[src/rtl/assert_macros.svh]
// assertion macros used by slot_timer_bank
// no dependencies
`ifndef ASSERT_MACROS_SVH
`define ASSERT_MACROS_SVH
`define ASSERT_IMPLIES(label, clk, rst_n, a, b) \
label: assert property (@(posedge clk) disable iff (!rst_n) (a) |-> (b)) \
else $error("assertion failed");
`define ASSERT_NEXT(label, clk, rst_n, a, b) \
label: assert property (@(posedge clk) disable iff (!rst_n) (a) |=> (b)) \
else $error("assertion failed");
`endif

[src/rtl/stb_pkg.sv]
// types and codes for the slot timer bank
// no dependencies
`default_nettype none
package stb_pkg;
	typedef enum logic [3:0] {
		REQ_ADD = 4'd0, REQ_CANCEL = 4'd1, REQ_PAUSE = 4'd2, REQ_RESUME = 4'd3,
		REQ_QUERY = 4'd4, REQ_TICK = 4'd5, REQ_CLEAR = 4'd6, REQ_ACTIVATE = 4'd7,
		REQ_SUSPEND = 4'd8
	} req_t;
	typedef enum logic [2:0] {
		RES_DONE = 3'd0, RES_ADDED = 3'd1, RES_FIRED = 3'd2, RES_RELEASED = 3'd3,
		RES_REFUSED = 3'd4
	} res_t;
	typedef enum logic [2:0] {
		ST_IDLE, ST_READ, ST_EXEC, ST_SCAN_RD, ST_SCAN_EX, ST_FLUSH
	} state_t;
	// controller to datapath
	typedef struct packed {
		logic latch;
		logic rd_handle;
		logic exec;
		logic scan_rd;
		logic scan_ex;
		logic scan_init;
		logic flush;
	} cmd_t;
	// datapath to controller
	typedef struct packed {
		logic scan_req;
		logic scan_end;
	} stat_t;
endpackage
`default_nettype wire

[src/rtl/slot_timer_bank.sv]
// top level of the slot timer bank: controller plus datapath
// depends on stb_pkg, stb_ctrl, stb_datapath, assert_macros.svh
`default_nettype none
`include "assert_macros.svh"
// usage:
//   a request is taken when start is high and busy is low; its fields are
//   sampled at that edge.
//   each result appears for one cycle with done high; last marks the final
//   result of the request. the receiver cannot stall the block.
//   add, cancel, pause, resume, query, activate, suspend and unknown
//   requests, and tick or clear with nothing to walk, pass through the read
//   and exec states and give one result, registered in exec; the next
//   request can be taken while that result is shown. tick with live timers
//   and clear with used timers walk all slots, each slot through a scan read
//   and a scan exec state on the single-port stores, then a flush state;
//   one result per fired or released timer trails the slot that caused it.
//   reset clears all masks, the time and generations; stores need no
//   clearing pass.
//   a tick that fires nothing but had live timers gives one done result.
module slot_timer_bank #(
	parameter int SLOTS = 16,
	parameter int TIME_BITS = 48,
	parameter int TAG_BITS = 32
) (
	input wire logic clk,
	input wire logic arst_n,
	input wire logic start,
	output logic busy,
	input wire logic [3:0] req_type,
	input wire logic [3:0] handle_slot,
	input wire logic [31:0] handle_generation,
	input wire logic [31:0] duration,
	input wire logic repeat_flag,
	input wire logic [31:0] user_data,
	input wire logic [19:0] elapsed,
	output logic done,
	output logic [2:0] result_kind,
	output logic [3:0] out_slot,
	output logic [31:0] out_generation,
	output logic [31:0] out_data,
	output logic also_released,
	output logic is_active,
	output logic last
);
	stb_pkg::cmd_t cmd;
	stb_pkg::stat_t stat;
	logic rv;

	stb_ctrl u_ctrl (.clk(clk), .arst_n(arst_n), .start(start), .stat(stat), .busy(busy),
		.cmd(cmd));
	stb_datapath #(.SLOTS(SLOTS), .TIME_BITS(TIME_BITS), .TAG_BITS(TAG_BITS)) u_dp (
		.clk(clk), .arst_n(arst_n), .cmd(cmd), .stat(stat),
		.req_type(req_type), .handle_slot(handle_slot),
		.handle_generation(handle_generation), .duration(duration),
		.repeat_flag(repeat_flag), .user_data(user_data), .elapsed(elapsed),
		.result_valid(rv), .result_kind(result_kind), .out_slot(out_slot),
		.out_generation(out_generation), .out_data(out_data),
		.also_released(also_released), .is_active(is_active), .last(last));

	assign done = rv;

	`ASSERT_IMPLIES(a_busy_start, clk, arst_n, start && !busy, cmd.latch)
	`ASSERT_NEXT(a_latch_busy, clk, arst_n, cmd.latch, busy)
endmodule
`default_nettype wire

[src/rtl/stb_ram.sv]
// generic single-port ram, registered read
// no dependencies
`default_nettype none
module stb_ram #(
	parameter int WIDTH = 32,
	parameter int DEPTH = 16
) (
	input wire logic clk,
	input wire logic we,
	input wire logic [$clog2(DEPTH)-1:0] addr,
	input wire logic [WIDTH-1:0] wdata,
	output logic [WIDTH-1:0] rdata
);
	logic [WIDTH-1:0] mem_q [DEPTH];
	always_ff @(posedge clk) begin
		if (we) mem_q[addr] <= wdata;
		rdata <= mem_q[addr];
	end
endmodule
`default_nettype wire

[src/rtl/stb_ctrl.sv]
// controller for the slot timer bank
// depends on stb_pkg
`default_nettype none
module stb_ctrl (
	input wire logic clk,
	input wire logic arst_n,
	input wire logic start,
	input wire stb_pkg::stat_t stat,
	output logic busy,
	output stb_pkg::cmd_t cmd
);
	stb_pkg::state_t state_q, state_d;
	always_ff @(posedge clk or negedge arst_n) begin
		if (!arst_n) state_q <= stb_pkg::ST_IDLE;
		else state_q <= state_d;
	end
	always_comb begin
		state_d = state_q;
		case (state_q)
			stb_pkg::ST_IDLE: if (start) state_d = stb_pkg::ST_READ;
			stb_pkg::ST_READ: state_d = stb_pkg::ST_EXEC;
			stb_pkg::ST_EXEC: state_d = stat.scan_req ? stb_pkg::ST_SCAN_RD : stb_pkg::ST_IDLE;
			stb_pkg::ST_SCAN_RD: state_d = stb_pkg::ST_SCAN_EX;
			stb_pkg::ST_SCAN_EX: state_d = stat.scan_end ? stb_pkg::ST_FLUSH : stb_pkg::ST_SCAN_RD;
			stb_pkg::ST_FLUSH: state_d = stb_pkg::ST_IDLE;
			default: state_d = stb_pkg::ST_IDLE;
		endcase
	end
	always_comb begin
		cmd = '0;
		busy = (state_q != stb_pkg::ST_IDLE);
		case (state_q)
			stb_pkg::ST_IDLE: cmd.latch = start;
			stb_pkg::ST_READ: cmd.rd_handle = 1'b1;
			stb_pkg::ST_EXEC: begin
				cmd.exec = 1'b1;
				cmd.scan_init = stat.scan_req;
			end
			stb_pkg::ST_SCAN_RD: cmd.scan_rd = 1'b1;
			stb_pkg::ST_SCAN_EX: cmd.scan_ex = 1'b1;
			stb_pkg::ST_FLUSH: cmd.flush = 1'b1;
			default: cmd = '0;
		endcase
	end
endmodule
`default_nettype wire

[src/rtl/stb_datapath.sv]
// datapath: masks, time, per-slot stores and result register
// depends on stb_pkg and stb_ram
`default_nettype none
module stb_datapath #(
	parameter int SLOTS = 16,
	parameter int TIME_BITS = 48,
	parameter int TAG_BITS = 32
) (
	input wire logic clk,
	input wire logic arst_n,
	input wire stb_pkg::cmd_t cmd,
	output stb_pkg::stat_t stat,
	input wire logic [3:0] req_type,
	input wire logic [3:0] handle_slot,
	input wire logic [31:0] handle_generation,
	input wire logic [31:0] duration,
	input wire logic repeat_flag,
	input wire logic [31:0] user_data,
	input wire logic [19:0] elapsed,
	output logic result_valid,
	output logic [2:0] result_kind,
	output logic [3:0] out_slot,
	output logic [31:0] out_generation,
	output logic [31:0] out_data,
	output logic also_released,
	output logic is_active,
	output logic last
);
	localparam int SW = (SLOTS > 1) ? $clog2(SLOTS) : 1;
	localparam logic [TIME_BITS-1:0] TMAX = '1;

	logic [3:0] req_q, hslot_q;
	logic [31:0] hgen_q, dur_q;
	logic rep_q;
	logic [TAG_BITS-1:0] tag_q;
	logic [19:0] el_q;
	logic [SLOTS-1:0] used_q, live_q, held_q, rep_mask_q, gen_nz_q, scan_set_q;
	logic running_q;
	logic [TIME_BITS-1:0] now_q;
	logic [SW-1:0] idx_q;

	logic [SW-1:0] addr;
	logic dl_we, pr_we, tg_we, gn_we;
	logic [TIME_BITS-1:0] dl_w, dl_r;
	logic [31:0] pr_r, gn_w, gn_r;
	logic [TAG_BITS-1:0] tg_r;

	stb_ram #(.WIDTH(TIME_BITS), .DEPTH(SLOTS)) u_dl (.clk(clk), .we(dl_we), .addr(addr),
		.wdata(dl_w), .rdata(dl_r));
	stb_ram #(.WIDTH(32), .DEPTH(SLOTS)) u_pr (.clk(clk), .we(pr_we), .addr(addr),
		.wdata(dur_q), .rdata(pr_r));
	stb_ram #(.WIDTH(TAG_BITS), .DEPTH(SLOTS)) u_tg (.clk(clk), .we(tg_we), .addr(addr),
		.wdata(tag_q), .rdata(tg_r));
	stb_ram #(.WIDTH(32), .DEPTH(SLOTS)) u_gn (.clk(clk), .we(gn_we), .addr(addr),
		.wdata(gn_w), .rdata(gn_r));

	// lowest free slot
	logic [SLOTS-1:0] freem;
	logic [SW-1:0] free_idx;
	logic any_free;
	always_comb begin
		freem = ~used_q;
		any_free = |freem;
		free_idx = '0;
		for (int i = SLOTS - 1; i >= 0; i--)
			if (freem[i]) free_idx = SW'(i);
	end

	logic hslot_ok;
	logic [SW-1:0] hidx;
	logic [31:0] gen_cur;
	logic handle_ok;
	assign hslot_ok = ({28'd0, hslot_q} < 32'(SLOTS));
	assign hidx = hslot_q[SW-1:0];
	assign gen_cur = gen_nz_q[hidx] ? gn_r : 32'd0;
	assign handle_ok = hslot_ok && used_q[hidx] && (gen_cur == hgen_q);

	logic [TIME_BITS:0] add_now_dur, add_dl_now, add_now_pr;
	logic [TIME_BITS-1:0] now_el;
	logic [TIME_BITS:0] now_el_w;
	assign add_now_dur = {1'b0, now_q} + {{(TIME_BITS-31){1'b0}}, dur_q};
	assign add_dl_now = {1'b0, dl_r} + {1'b0, now_q};
	assign add_now_pr = {1'b0, now_q} + {{(TIME_BITS-31){1'b0}}, pr_r};
	assign now_el_w = {1'b0, now_q} + {{(TIME_BITS-19){1'b0}}, el_q};
	assign now_el = now_el_w[TIME_BITS] ? TMAX : now_el_w[TIME_BITS-1:0];

	logic is_scan;
	assign is_scan = (req_q == stb_pkg::REQ_TICK && (|live_q)) ||
		(req_q == stb_pkg::REQ_CLEAR && (|used_q));
	assign stat.scan_req = is_scan;
	assign stat.scan_end = (32'(idx_q) == 32'(SLOTS - 1));

	logic fire_now;
	logic scan_hit;
	assign fire_now = live_q[idx_q] && now_q >= dl_r;
	assign scan_hit = (req_q == stb_pkg::REQ_TICK) ? fire_now : scan_set_q[idx_q];

	// scan results are held back by one hit so the final one can carry last
	logic pend_q;
	logic [2:0] pend_kind_q;
	logic [3:0] pend_slot_q;
	logic [31:0] pend_data_q;
	logic pend_rel_q;

	// ram address and writes
	always_comb begin
		addr = hidx;
		dl_we = 1'b0; pr_we = 1'b0; tg_we = 1'b0; gn_we = 1'b0;
		dl_w = '0;
		gn_w = gen_cur + 32'd1;
		if (cmd.latch) addr = handle_slot[SW-1:0];
		else if (cmd.rd_handle) addr = (req_q == stb_pkg::REQ_ADD) ? free_idx : hidx;
		else if (cmd.scan_rd || cmd.scan_ex) addr = idx_q;
		else if (cmd.exec && req_q == stb_pkg::REQ_ADD) addr = free_idx;
		if (cmd.exec) begin
			case (req_q)
				stb_pkg::REQ_ADD: if (any_free) begin
					gn_w = (gen_nz_q[free_idx] ? gn_r : 32'd0) + 32'd1;
					gn_we = 1'b1; tg_we = 1'b1; pr_we = 1'b1; dl_we = 1'b1;
					dl_w = add_now_dur[TIME_BITS] ? TMAX : add_now_dur[TIME_BITS-1:0];
				end
				stb_pkg::REQ_PAUSE: if (handle_ok && !held_q[hidx]) begin
					dl_we = 1'b1;
					dl_w = (dl_r > now_q) ? dl_r - now_q : '0;
				end
				stb_pkg::REQ_RESUME: if (handle_ok && held_q[hidx]) begin
					dl_we = 1'b1;
					dl_w = add_dl_now[TIME_BITS] ? TMAX : add_dl_now[TIME_BITS-1:0];
				end
				default: ;
			endcase
		end
		if (cmd.scan_ex && req_q == stb_pkg::REQ_TICK && live_q[idx_q] &&
				now_q >= dl_r && rep_mask_q[idx_q]) begin
			dl_we = 1'b1;
			dl_w = add_now_pr[TIME_BITS] ? TMAX : add_now_pr[TIME_BITS-1:0];
		end
	end

	always_ff @(posedge clk) begin
		if (cmd.latch) begin
			req_q <= req_type;
			hslot_q <= handle_slot;
			hgen_q <= handle_generation;
			dur_q <= duration;
			rep_q <= repeat_flag;
			tag_q <= user_data[TAG_BITS-1:0];
			el_q <= elapsed;
		end
		if (cmd.exec) begin
			result_kind <= stb_pkg::RES_DONE;
			out_slot <= '0;
			out_generation <= '0;
			out_data <= '0;
			also_released <= 1'b0;
			is_active <= 1'b0;
			last <= 1'b1;
			case (req_q)
				stb_pkg::REQ_ADD: begin
					if (any_free) begin
						result_kind <= stb_pkg::RES_ADDED;
						out_slot <= 4'(free_idx);
						out_generation <= gn_w;
					end else result_kind <= stb_pkg::RES_REFUSED;
				end
				stb_pkg::REQ_CANCEL: if (handle_ok) begin
					result_kind <= stb_pkg::RES_RELEASED;
					out_slot <= hslot_q;
					out_data <= 32'(tg_r);
				end
				stb_pkg::REQ_QUERY: is_active <= handle_ok;
				default: ;
			endcase
		end
		if (cmd.scan_ex && scan_hit) begin
			pend_kind_q <= (req_q == stb_pkg::REQ_TICK) ? stb_pkg::RES_FIRED
				: stb_pkg::RES_RELEASED;
			pend_slot_q <= 4'(idx_q);
			pend_data_q <= 32'(tg_r);
			pend_rel_q <= (req_q == stb_pkg::REQ_TICK) && !rep_mask_q[idx_q];
			if (pend_q) begin
				result_kind <= pend_kind_q;
				out_slot <= pend_slot_q;
				out_generation <= '0;
				out_data <= pend_data_q;
				also_released <= pend_rel_q;
				is_active <= 1'b0;
				last <= 1'b0;
			end
		end
		if (cmd.flush) begin
			result_kind <= pend_q ? pend_kind_q : stb_pkg::RES_DONE;
			out_slot <= pend_q ? pend_slot_q : 4'd0;
			out_generation <= '0;
			out_data <= pend_q ? pend_data_q : 32'd0;
			also_released <= pend_q && pend_rel_q;
			is_active <= 1'b0;
			last <= 1'b1;
		end
	end

	always_ff @(posedge clk or negedge arst_n) begin
		if (!arst_n) begin
			used_q <= '0; live_q <= '0; held_q <= '0; rep_mask_q <= '0;
			gen_nz_q <= '0; running_q <= 1'b0; now_q <= '0;
			idx_q <= '0; scan_set_q <= '0;
			result_valid <= 1'b0;
		end else begin
			result_valid <= (cmd.exec && !is_scan) || (cmd.scan_ex && scan_hit && pend_q) ||
				cmd.flush;
			if (cmd.exec) begin
				idx_q <= '0;
				case (req_q)
					stb_pkg::REQ_ADD: if (any_free) begin
						used_q[free_idx] <= 1'b1;
						held_q[free_idx] <= 1'b0;
						rep_mask_q[free_idx] <= rep_q;
						live_q[free_idx] <= running_q;
						gen_nz_q[free_idx] <= 1'b1;
					end
					stb_pkg::REQ_CANCEL: if (handle_ok) begin
						used_q[hidx] <= 1'b0; live_q[hidx] <= 1'b0;
						held_q[hidx] <= 1'b0; rep_mask_q[hidx] <= 1'b0;
					end
					stb_pkg::REQ_PAUSE: if (handle_ok && !held_q[hidx]) begin
						live_q[hidx] <= 1'b0; held_q[hidx] <= 1'b1;
					end
					stb_pkg::REQ_RESUME: if (handle_ok && held_q[hidx]) begin
						held_q[hidx] <= 1'b0;
						if (running_q) live_q[hidx] <= 1'b1;
					end
					stb_pkg::REQ_TICK: if (|live_q) now_q <= now_el;
					stb_pkg::REQ_CLEAR: begin
						scan_set_q <= used_q;
						used_q <= '0; live_q <= '0; held_q <= '0; rep_mask_q <= '0;
					end
					stb_pkg::REQ_ACTIVATE: begin
						running_q <= 1'b1;
						live_q <= used_q & ~held_q;
					end
					stb_pkg::REQ_SUSPEND: begin
						running_q <= 1'b0;
						live_q <= '0;
					end
					default: ;
				endcase
			end
			if (cmd.scan_ex) begin
				if (req_q == stb_pkg::REQ_TICK && fire_now && !rep_mask_q[idx_q]) begin
					used_q[idx_q] <= 1'b0; live_q[idx_q] <= 1'b0;
					held_q[idx_q] <= 1'b0; rep_mask_q[idx_q] <= 1'b0;
				end
				if (!stat.scan_end) idx_q <= idx_q + SW'(1);
			end
		end
	end

	always_ff @(posedge clk or negedge arst_n) begin
		if (!arst_n) pend_q <= 1'b0;
		else if (cmd.scan_init || cmd.flush) pend_q <= 1'b0;
		else if (cmd.scan_ex && scan_hit) pend_q <= 1'b1;
	end
endmodule
`default_nettype wire
[config.mk]
export PLATFORM = sky130hd
export DESIGN_NAME = slot_timer_bank
export DESIGN_NICKNAME = d
export VERILOG_FILES = /design/src/rtl/stb_pkg.sv /design/src/rtl/slot_timer_bank.sv /design/src/rtl/stb_ram.sv /design/src/rtl/stb_ctrl.sv /design/src/rtl/stb_datapath.sv
export VERILOG_INCLUDE_DIRS = /design/src /design/src/rtl
export SDC_FILE = /design/constraint.sdc
export NUM_CORES = 2
export LEC_CHECK = 0
export ABC_AREA = 1
export BUFFER_PORTS_ARGS = -buffer_cell sky130_fd_sc_hd__buf_2
export CAP_MARGIN = 0
export CORE_MARGIN = 8
export CORE_UTILIZATION = 63
export DETAILED_ROUTE_END_ITERATION = 8
export PLACE_DENSITY = 0.76
export SYNTH_ARGS = -nofsm -noshare
export SYNTH_HDL_FRONTEND = slang
export SYNTH_SLANG_ARGS = --single-unit
[constraint.sdc]
create_clock -name clk -period 11.45 [get_ports clk]
set_clock_uncertainty 0.2 [all_clocks]
set_input_delay 3.435 -clock clk [delete_from_list [all_inputs] [get_ports clk]]
set_output_delay 3.435 -clock clk [all_outputs]
set_load 0.01 [all_outputs]
==> results.txt <==
The x dimension of the die is 453 um. For this run, the number of Yosys warnings is 0. The most common cell in the netlist is edfxtp_1. The total leakage power came out at roughly 0.05 uW. For this run, the leading register cell type out of synthesis is edfxtp_1. The number of sinks handled by clock tree synthesis is 2839. The critical path's largest stage delay is ~1100 ps. Synthesis produced a netlist whose cell count is 9989. The average routed wire per standard cell is ~32 um.

The number of vias in the routed layout is around 88000. edfxtp_1 takes more of the synthesized area than any other cell. The remaining antenna violation count after routing came out at 0. The highest net fanout along the worst path came out at 38. The post-cts gate resize count is 0. The post-synthesis to final-layout area growth is 10.9%.

The synthesis-stage register bit count came out at 2839. The initial detailed-routing violation count came out at 13700. Power comes to ~35000 uW.

The worst slew margin relative to its limit came out at 0.0983. The worst hold path passes through 0 cells. The worst reg-to-reg path cell count came out at 26. After synthesis, the mean cell area works out to 12.1 sq um. The slowest stage of the critical path is the o22ai_1 cell. For the worst setup path, the data required time is 11770 ps. The deepest level of the CTS H-tree came out at 5. The clock tree from TritonCTS is built. The tree is rooted in a clkbuf_16. The region available for standard cell placement spans 190000 sq um. The wire length of the first global-routing pass came out at a little under 600000 um. The count of final hold-check violations was 0.

The final-report max-slew violation count came out at 0. The accumulated negative setup slack is 0 ps. The HPWL after detailed placement is 259000 um.

During I/O placement, the number of pins put on the boundary was 204. The pin slew with the least headroom to its limit came out at 1350 ps. Static timing analysis puts the maximum clock frequency at 130 MHz.

The area of all placed cells without fillers came out at roughly 130000 sq um. The met1 track demand over resource came out at 0.520. The worst setup path is of the reg -> reg kind. The count of buffers added on input and output ports is 203. Setup repair after global routing left no endpoint under its margin.

The overall global routing resource usage came out at 0.391. The synthesized netlist net count is 10300. Counting flops with a built-in enable in the synthesized netlist gives between 2000 and 2500. The share of flip-flops with an asynchronous set or reset came out at 0.0542. After clock tree synthesis, the setup repair step added 0 buffers.

Of the synthesized area, sequential elements account for 0.683. The met3 layer usage reported by global route came out at 0.0803. The aggregate routed wire length came out at 414000 um.

The starting density of the core came out at 0.634. The most numerous cell type found on the critical path is nand2_1. The total DRC errors in the routed layout came out at 0. The share of the clock period used by the worst path after layout came out at 0.674. The filler cell count came out at 12600. The floorplan step defined a die boundary enclosing 206000 sq um.

Routability-driven placement finished with a final weighted congestion of 1.03. The routing layer with the top usage in global route is met2. After synthesis, the most frequently instantiated cells are edfxtp_1, nand2_1, a22oi_1.

The power density relative to cell area came out at 263 nW/um^2. The vertical die dimension came out at 453 um. The met2 track demand over resource in global routing came out at 0.606.

The number of buffers inserted during clock tree synthesis came out at a little under 300. The number of antenna violations at the first check in global routing was 15. The arrival time of data at the critical path endpoint is 8040 ps. Max-cap violations in this run came to 0.

The number of distinct standard cells referenced by the synthesized netlist is 77. For the finished layout, the period the worst path requires is 7720 ps. The flow ran to the end, and the final reports show no timing, DRC or antenna violations. Buffers inserted to repair hold after CTS numbered 0. The overall overflow remaining after global route came out at 0. The total iterations of the first detailed-routing run is 9. The path class of the tightest hold or removal check is reg -> reg.

VDD sags by at most 0.000441 V. After synthesis, the cell types taking the most area are edfxtp_1, a22oi_1, nand2_1. After the last flow step, the layout net total stands at 10500. The worst setup path is captured at a register. Clock-pin slew was measured on the worst setup and hold paths at 60 ps.

Using the TritonRoute via totals, the vias-per-cell ratio works out to 6.87. The via count of the first global-routing pass came out at roughly 85000. The clock tree buffer depth is 4. The number of rows created at floorplan is 160. The share of final-layout standard cells stronger than drive strength 1 came out at 0.0894.

For the worst-skew pair, the clock arrives at the later sink with an insertion delay of about 950 ps. After detailed placement, the total cell area comes to 125000 sq um. The largest net degree at the start of global routing came out at 179. The share of the synthesized area in the top cell type came out at 0.615. The cell area that synthesis handed to floorplanning was 121000 sq um. The final setup violation count is 0.

The launching element type of the critical path is a register.
-- state kept, by name, summed over array words and instances, names as in the netlist, 20 cells and up --
name	flops
u_dp.u_dl.mem_q	768
u_dp.u_gn.mem_q	512
u_dp.u_pr.mem_q	512
u_dp.u_tg.mem_q	512
u_dp.now_q	48
u_dp.u_dl.rdata	48
u_dp.dur_q	32
u_dp.hgen_q	32
u_dp.out_data	32
u_dp.out_generation	32
u_dp.pend_data_q	32
u_dp.tag_q	32
u_dp.u_gn.rdata	32
u_dp.u_pr.rdata	32
u_dp.u_tg.rdata	32
u_dp.el_q	20
-- report_power, final --
group | internal (uW) | leakage, uW | switching (uW)
sequential | 12100 | 0.0280 | 1110
clock | 5300 | 0.00444 | 3870
combinational | 3420 | 0.0168 | 9430
-- path summary, 6_finish.rpt --
| path | start | endpoint | slack [ps] |
|---|---|---|---|
| worst max register to register | u_dp.used_q[15]$_DFF_PN0_ | u_dp.u_gn.mem_q[13][6]$_DFFE_PP_ | 3730 |
| worst min register to register | u_dp.u_tg.rdata[0]$_DFF_P_ | u_dp.pend_data_q[0]$_DFFE_PP_ | 240 |
| min in group asynchronous | arst_n | u_dp.now_q[42]$_DFFE_PN0P_ | 2330 |
| worst min-delay path | u_dp.u_tg.rdata[0]$_DFF_P_ | u_dp.pend_data_q[0]$_DFFE_PP_ | 240 |
| max in group asynchronous | arst_n | u_ctrl.state_q[1]$_DFFE_PN0P_ | 7360 |
| worst max-delay path | u_dp.used_q[15]$_DFF_PN0_ | u_dp.u_gn.mem_q[13][6]$_DFFE_PP_ | 3730 |
-- routing by layer --
metal | vias to the layer above | part of all wire
met3 | 1214 | 0.11
met1 | 43300 | 0.36
met4 | 4 | 0.070
met5 | - | 0.000065
li1 | 37300 | -
met2 | 6686 | 0.45
-- area by class of cell --
class                           count  area [sq um]  share of cell area
Antenna cell                        5          12.5           0.0000936
Tap cell                         2511          3140              0.0235
Timing Repair Buffer              355          2450              0.0183
Sequential cell                  2839         82300               0.616
Clock inverter                    107           916             0.00685
Multi-Input combinational cell   5941         33900               0.254
Inverter                          714          2710              0.0203
Clock buffer                      407          8170              0.0611
-- per-stage QoR --
stage	std cells	hold WS, ps	worst slack [ps]	util
after floorplan	9989	209	366	-
after global placement	12400	228	3360	0.655
after detailed placement	12400	225	3230	0.655
after CTS	12900	240	4010	0.703
after global routing	12900	253	3610	0.703
final	12900	242	3730	0.703
-- critical path: cells and delay by family, from the launching register on --
kind,cells,cell delay (ps)
DFF,1,420
AOI/OAI and AO/OA,4,2260
and+or+nand+nor,16,2800
buffers and inverters,5,1470
adders and majority gates,1,150
-- logic make-up after synthesis --
family | share of synthesized area
flip-flops | 0.683
AO/OA/AOI/OAI | 0.149
AND/OR/NAND/NOR | 0.0960
buffers and inverters | 0.0393
adder cells (fa/ha/maj) | 0.0201
XOR/XNOR | 0.0131
-- cell usage in the layout (no fill, tap or decap), types with 51 or more instances in the layout --
cell       instances
inv_1            672
a31oi_1           51
a21oi_1          872
clkbuf_16        302
nand4_1           83
xor2_1           135
nand2_1         1441
nor3_1           232
a22oi_1         1172
nor2_1           526
ha_1             186
clkbuf_1          83
buf_4            129
o211ai_1          91
o21ai_1           68
o21ai_0          399
edfxtp_1        2467
dfxtp_1          218
nand3_1          295
buf_2            202
dfrtp_1          154
No activity file was read; power rests on OpenSTA's default activity.
